### src/ffba_pkg.sv
package ffba_pkg;

    // Pool geometry
    localparam int POOL_SIZE = 64;
    localparam int GRP_SIZE  = 8;
    localparam int GRP_BITS  = 3;
    localparam int NUM_GRP   = (POOL_SIZE + GRP_SIZE - 1) / GRP_SIZE;
    localparam int GRP_W     = (NUM_GRP > 1) ? $clog2(NUM_GRP) : 1;
    localparam int SLOT_W    = GRP_W + GRP_BITS;
    localparam int MAP_SIZE  = 2 ** SLOT_W;

    // Operation codes
    localparam logic FUNC_ALLOC = 1'b0;
    localparam logic FUNC_FREE  = 1'b1;

    // Status codes
    localparam logic [1:0] ST_OK       = 2'd0;
    localparam logic [1:0] ST_EMPTY    = 2'd1;
    localparam logic [1:0] ST_DOUBLE   = 2'd2;
    localparam logic [1:0] ST_NOTFOUND = 2'd3;

    typedef struct packed {
        logic       func;
        logic [7:0] slot_index;
    } t_req;

    typedef struct packed {
        logic [7:0] granted_slot;
        logic [1:0] status;
        logic [7:0] free_count;
    } t_res;

    // Controller to datapath commands
    typedef struct packed {
        logic load;
        logic scan;
        logic exec;
    } t_dp_cmd;

endpackage

### src/ffba_ctrl.sv
module ffba_ctrl (
    input  logic              i_clk,
    input  logic              i_rst_n,
    input  logic              start,
    output logic              busy,
    output ffba_pkg::t_dp_cmd o_cmd,
    output logic              o_valid
);
    import ffba_pkg::*;

    localparam logic [1:0] S_IDLE = 2'd0;
    localparam logic [1:0] S_SCAN = 2'd1;
    localparam logic [1:0] S_EXEC = 2'd2;

    logic [1:0] r_state;
    logic [1:0] n_state;
    logic       r_valid;

    // Next state
    always_comb begin
        n_state = r_state;
        case (r_state)
            S_IDLE: begin
                if (start) begin
                    n_state = S_SCAN;
                end
            end
            S_SCAN: begin
                n_state = S_EXEC;
            end
            S_EXEC: begin
                n_state = S_IDLE;
            end
            default: begin
                n_state = S_IDLE;
            end
        endcase
    end

    always_ff @(posedge i_clk) begin
        if (!i_rst_n) begin
            r_state <= S_IDLE;
            r_valid <= 1'b0;
        end else begin
            r_state <= n_state;
            r_valid <= (r_state == S_EXEC);
        end
    end

    // Commands to datapath
    assign busy       = (r_state != S_IDLE);
    assign o_cmd.load = start && (r_state == S_IDLE);
    assign o_cmd.scan = (r_state == S_SCAN);
    assign o_cmd.exec = (r_state == S_EXEC);
    assign o_valid    = r_valid;

endmodule

### src/ffba_dp.sv
module ffba_dp (
    input  logic              i_clk,
    input  logic              i_rst_n,
    input  ffba_pkg::t_dp_cmd i_cmd,
    input  ffba_pkg::t_req    i_req,
    output ffba_pkg::t_res    o_res
);
    import ffba_pkg::*;

    logic [POOL_SIZE-1:0] r_marks;
    logic [7:0]           r_count;
    t_req                 r_req;
    t_res                 r_res;
    logic [NUM_GRP-1:0]   r_grp_free;
    logic [GRP_BITS-1:0]  r_grp_low [NUM_GRP];

    logic [MAP_SIZE-1:0]  w_map;
    logic [NUM_GRP-1:0]   n_grp_free;
    logic [GRP_BITS-1:0]  n_grp_low [NUM_GRP];

    logic                 w_found;
    logic [GRP_W-1:0]     w_grp;
    logic [SLOT_W-1:0]    w_slot;
    logic [SLOT_W-1:0]    w_idx;
    logic                 w_in_pool;
    logic [MAP_SIZE-1:0]  n_map;
    logic [POOL_SIZE-1:0] n_marks;
    logic [7:0]           n_count;
    t_res                 n_res;

    // Occupancy map, slots past the pool read as taken
    always_comb begin
        w_map                = '1;
        w_map[POOL_SIZE-1:0] = r_marks;
    end

    // First level: per-group free flag and lowest free bit
    always_comb begin
        for (int g = 0; g < NUM_GRP; g++) begin
            n_grp_free[g] = ~&w_map[g*GRP_SIZE +: GRP_SIZE];
            n_grp_low[g]  = '0;
            for (int b = GRP_SIZE - 1; b >= 0; b--) begin
                if (!w_map[g*GRP_SIZE + b]) begin
                    n_grp_low[g] = GRP_BITS'(b);
                end
            end
        end
    end

    // Second level: lowest group with a free slot
    always_comb begin
        w_found = 1'b0;
        w_grp   = '0;
        for (int g = NUM_GRP - 1; g >= 0; g--) begin
            if (r_grp_free[g]) begin
                w_found = 1'b1;
                w_grp   = GRP_W'(g);
            end
        end
        w_slot = {w_grp, r_grp_low[w_grp]};
    end

    // Apply the operation
    always_comb begin
        w_idx     = r_req.slot_index[SLOT_W-1:0];
        w_in_pool = (r_req.slot_index < 8'(POOL_SIZE));
        n_map     = w_map;
        n_count   = r_count;
        n_res     = '0;
        if (r_req.func == FUNC_ALLOC) begin
            if (w_found) begin
                n_map[w_slot]      = 1'b1;
                n_count            = r_count - 8'd1;
                n_res.granted_slot = 8'(w_slot);
                n_res.status       = ST_OK;
            end else begin
                n_res.status = ST_EMPTY;
            end
        end else begin
            if (!w_in_pool) begin
                n_res.status = ST_NOTFOUND;
            end else if (!w_map[w_idx]) begin
                n_res.status = ST_DOUBLE;
            end else begin
                n_map[w_idx] = 1'b0;
                n_count      = r_count + 8'd1;
                n_res.status = ST_OK;
            end
        end
        n_marks          = n_map[POOL_SIZE-1:0];
        n_res.free_count = n_count;
    end

    // Pool state
    always_ff @(posedge i_clk) begin
        if (!i_rst_n) begin
            r_marks <= '0;
            r_count <= 8'(POOL_SIZE);
        end else if (i_cmd.exec) begin
            r_marks <= n_marks;
            r_count <= n_count;
        end
    end

    // Request, search and result registers
    always_ff @(posedge i_clk) begin
        if (i_cmd.load) begin
            r_req <= i_req;
        end
        if (i_cmd.scan) begin
            r_grp_free <= n_grp_free;
            r_grp_low  <= n_grp_low;
        end
        if (i_cmd.exec) begin
            r_res <= n_res;
        end
    end

    assign o_res = r_res;

endmodule

### src/first_fit_bit_pool_allocator.sv
// A taken beat is registered, then the group scan and apply states run, and o_valid
// is registered from the apply state. A new request is taken only while not busy; busy covers the
// group scan and the apply state that picks the lowest group and updates the marks.
// Reset (synchronous, active low) frees every slot and sets the count to the
// pool size. Each result is shown for one cycle; the receiver cannot stall.
module first_fit_bit_pool_allocator (
    input  logic           i_clk,
    input  logic           i_rst_n,
    input  logic           start,
    output logic           busy,
    input  ffba_pkg::t_req i_req,
    output logic           o_valid,
    output ffba_pkg::t_res o_res
);
    import ffba_pkg::*;

    t_dp_cmd w_cmd;

    ffba_ctrl u_ctrl (
        .i_clk   (i_clk),
        .i_rst_n (i_rst_n),
        .start   (start),
        .busy    (busy),
        .o_cmd   (w_cmd),
        .o_valid (o_valid)
    );

    ffba_dp u_dp (
        .i_clk   (i_clk),
        .i_rst_n (i_rst_n),
        .i_cmd   (w_cmd),
        .i_req   (i_req),
        .o_res   (o_res)
    );

    // Accepted beat is followed by its result strobe
    a_latency: assert property (@(posedge i_clk) disable iff (!i_rst_n)
        start && !busy |-> ##3 o_valid)
        else $error("result strobe missing after accepted beat");

    // Block is free again while the result is shown
    a_idle_on_result: assert property (@(posedge i_clk) disable iff (!i_rst_n)
        o_valid |-> !busy)
        else $error("busy during result strobe");

    // Free count never exceeds the pool
    a_count_range: assert property (@(posedge i_clk) disable iff (!i_rst_n)
        o_valid |-> (o_res.free_count <= 8'(POOL_SIZE)))
        else $error("free count beyond pool size");

    // Only a successful allocate grants a nonzero slot
    a_grant_zero: assert property (@(posedge i_clk) disable iff (!i_rst_n)
        o_valid && (o_res.status != ST_OK) |-> (o_res.granted_slot == 8'd0))
        else $error("granted slot set on error");

endmodule
### config.mk
export PLATFORM = sky130hd
export DESIGN_NAME = first_fit_bit_pool_allocator
export DESIGN_NICKNAME = d
export VERILOG_FILES = /design/src/ffba_pkg.sv /design/src/ffba_ctrl.sv /design/src/ffba_dp.sv /design/src/first_fit_bit_pool_allocator.sv
export SDC_FILE = /design/constraint.sdc
export NUM_CORES = 1
export LEC_CHECK = 0
export BUFFER_PORTS_ARGS = -buffer_cell sky130_fd_sc_hd__buf_2
export CAP_MARGIN = 10
export CORE_ASPECT_RATIO = 2
export CORE_MARGIN = 2
export CORE_UTILIZATION = 49
export CTS_BUF_LIST = sky130_fd_sc_hd__clkbuf_16
export DETAILED_ROUTE_END_ITERATION = 10
export GPL_ROUTABILITY_DRIVEN = 0
export MAX_ROUTING_LAYER = met4
export PLACE_DENSITY = 0.66
export SYNTH_ARGS = -nofsm -noshare
export SYNTH_HDL_FRONTEND = slang
export SYNTH_SLANG_ARGS = --single-unit
### constraint.sdc
create_clock -name i_clk -period 3.35 [get_ports i_clk]
set_input_delay 0.67 -clock i_clk [delete_from_list [all_inputs] [get_ports i_clk]]
set_output_delay 0.67 -clock i_clk [all_outputs]
set_load 0.01 [all_outputs]
==> flow_summary.json <==
{
  "cp.arrival_ps": 3490,
  "final_layout_size_suffix_gt1_frac": 0.144,
  "path_clk_slew_ps": 60,
  "routedWlPerCell_um": 23.0,
  "drc": 0,
  "synth_xor_area_frac": 0.0101,
  "cts_root_buffer": "clkbuf_16",
  "outcome": "finished, final reports clean",
  "cp-end-kind": "register",
  "core-area_um2": 13900,
  "viasPerCell": 6.52,
  "ys_warn_count": 0,
  "vias": 6276,
  "portBuffers": 29,
  "fin_setup_tns_ps": 0,
  "dieWidth_um": 88.2,
  "peakVddDrop_v": 0.000341,
  "area_growth_pct": 14.1,
  "clock.fmax_mhz": 318,
  "synth.area.mux_share": 0.0382,
  "syn_inst": 732,
  "synth_edf_count": 57,
  "antenna_cells": 0,
  "hold_buffers": 0,
  "finalClockSkew_ps": 13.0,
  "grt_pass1_wl_um": 33600,
  "grt.total_usage": 0.310,
  "yosys_most_used_dff": "dfxtp_1",
  "grt_pass1_vias": 5972,
  "path_max_fanout": 9,
  "slew-limit-headroom": 0.486,
  "yosys_register_bits": 132,
  "rows": 61,
  "synth_area_um2": 6950,
  "initialDrtViolationCount": 491,
  "finalSetupViolations": 0,
  "critPathLaunchType": "register",
  "hold_slack_ps": 422,
  "die_h_um": 172,
  "max_cap_viol_count": 0,
  "antenna_left": 0,
  "final_hold_viol_count": 0,
  "antenna_found_initial": 0,
  "drtPass1Iterations": 5,
  "cts_resized": 0,
  "clock_latency_ps": 420,
  "io_pins": 32,
  "synth_top_family_by_area": "compound AO/OA/AOI/OAI gates",
  "syn_avg_cell_area_um2": 9.49,
  "timing.final.max_slew_violations": 0,
  "dp_hpwl_um": 16400,
  "start_util": 0.500,
  "min_period_over_period": 0.939,
  "hold_class": "in2reg",
  "ys_seq_area_frac": 0.463,
  "fill_cells": 1233,
  "synth-adder-area-share": 0.00360,
  "htreeDepth": 4,
  "clk_path_buf_depth": 2,
  "worstPathRequired_ps": 3700,
  "synthSimpleGateAreaFrac": 0.181,
  "drt-total-wl_um": 22100,
  "post_cts_buffers": 0,
  "grt_max_degree": 79,
  "die-area_um2": 15200,
  "yosysUniqueCellTypes": 74,
  "fin_nets": 774,
  "power_density_nw_per_um2": 496,
  "fin_crit_ps": 3150,
  "synth_compound_area_frac": 0.253,
  "numCtsBuffers": 17,
  "worst_pin_slew_ps": 771,
  "grt_overflow": 0,
  "async_flop_share": 0,
  "rsz0062_at_grt": "false",
  "cts_tree": "built",
  "path_class": "reg2reg",
  "p_leak_nw": 2.61,
  "p_total_mw": 3.93,
  "clock_sinks": 132
}
[final timing paths]
check                                     start               end  slack [ps]  cells after the start
worst min-delay path                   i_req[2]     u_dp.r_req[2]         420                      1
worst max-delay path              u_dp.r_req[0]  u_dp.r_marks[59]         200                     10
worst min register to register  u_dp.r_count[7]   u_dp.r_count[7]         510                      2
worst max register to register    u_dp.r_req[0]  u_dp.r_marks[59]         200                     10
[state kept, by name, indices dropped and copies added, names as in the netlist]
name and cells:
u_dp.r_req 9, u_dp.r_grp_free 8, u_dp.r_marks 64, u_dp.r_grp_low 24, u_dp.r_count 8, u_ctrl.o_valid 1
u_dp.o_res 16, u_ctrl.r_state 2
[cell usage after synthesis, drive strengths merged (3+ instances only)]
cell	number	area (um2)
nand3	28	140
or3	12	75.1
or2	5	31.3
nor2b	5	31.3
a31oi	16	100
nor2	39	151
o31ai	15	113
o41ai	10	87.6
o211a	3	30.0
clkbuf	22	83.8
a22o	3	26.3
nor3	6	30.0
a21boi	19	143
o22ai	7	43.8
xnor2	7	61.3
o21a	3	22.5
o211ai	5	37.5
inv	23	86.3
a211oi	5	37.5
and3	3	18.8
and2	7	43.8
o221ai	3	26.3
mux2i	22	220
o21ai	58	290
a22oi	8	60.1
o22a	3	26.3
nor3b	4	35.0
nand4	10	62.6
edfxtp	57	1710
dfxtp	75	1500
o311ai	42	368
nand2b	13	81.3
and3b	3	26.3
a41oi	10	87.6
nand2	97	377
a21oi	22	125
nor4	5	46.3
nand3b	6	48.8
buf	26	178
[cell type report]
| cell class | count | area, um2 | area share |
|---|---|---|---|
| inverters | 24 | 90.1 | 0.0114 |
| repair buffers | 56 | 385 | 0.0486 |
| flip-flops and latches | 132 | 3210 | 0.405 |
| multi-input cells | 529 | 3390 | 0.428 |
| clock inverters | 15 | 183 | 0.0231 |
| well taps | 189 | 236 | 0.0298 |
| clock buffers | 17 | 425 | 0.0537 |
[logic make-up (layout without fill, tap and decap cells)]
logic type	after synthesis	in the layout
AOI/OAI and AO/OA	242	242
xor gates and xnor gates	8	8
adders and majority gates	2	2
buffers and inverters	72	112
DFF	132	132
muxes	25	25
other	1	2
and+or+nand+nor	250	250
[worst max-delay path, stage by stage (launching register included)]
cell	delay [ps]
edfxtp_1	490
buf_4	220
nand2b_1	310
o22ai_1	360
a22o_1	190
a2bb2oi_1	110
and4_1	290
buf_4	180
a2111oi_4	500
nand2_2	240
o21ai_1	180
[stage by stage]
| step | utilization | cells | instance area [um2] | worst slack (ps) |
|---|---|---|---|---|
| final | 0.570 | 962 | 7920 | 204 |
| after global routing | 0.570 | 962 | 7920 | 171 |
| after global placement | 0.527 | 930 | 7320 | 382 |
| after CTS | 0.570 | 962 | 7920 | 271 |
| after detailed placement | 0.527 | 930 | 7320 | 301 |
| after floorplan | - | 733 | 6950 | 965 |
[placed cells by master (no fill, tap or decap), types with 5 or more instances in the layout]
cell type  Yosys  final
o22ai_1        7      7
clkbuf_16      0     17
nand3b_1       5      5
nand3_1       28     28
xnor2_1        7      7
a211oi_1       5      5
edfxtp_1      57     57
o31ai_1       15     15
a21boi_0      15     15
nand2_2        5      6
and2_1         6      6
nor2_1        37     37
a21oi_1       20     20
buf_4          3     24
inv_1         22     24
dfxtp_1       75     75
o21ai_1       26     26
a31oi_1       16     16
a41oi_1       10     10
nor3_1         6      6
o21ai_0       32     32
nand2b_1      13     13
o41ai_1       10     10
a22oi_1        8      8
nand2_1       92     91
nand4_1       10     10
o311ai_0      42     42
or3_1         12     12
mux2i_1       22     22
o211ai_1       5      5
buf_2         13     29
[routing by layer]
layer / track usage / vias up / routed length [um]
met5: - / - / 0
met4: 0.253 / 0 / 2210
met3: 0.0539 / 127 / 1260
met2: 0.520 / 334 / 11300
met1: 0.304 / 2944 / 7370
li1: - / 2871 / -
[where the power goes]
part           total, mW  switching, mW  internal, mW  leakage, nW
combinational      0.259          0.180        0.0786         1.18
sequential          1.74         0.0275          1.71         1.13
clock               1.93          0.756          1.18        0.291
(Power assumes the default switching activity.)
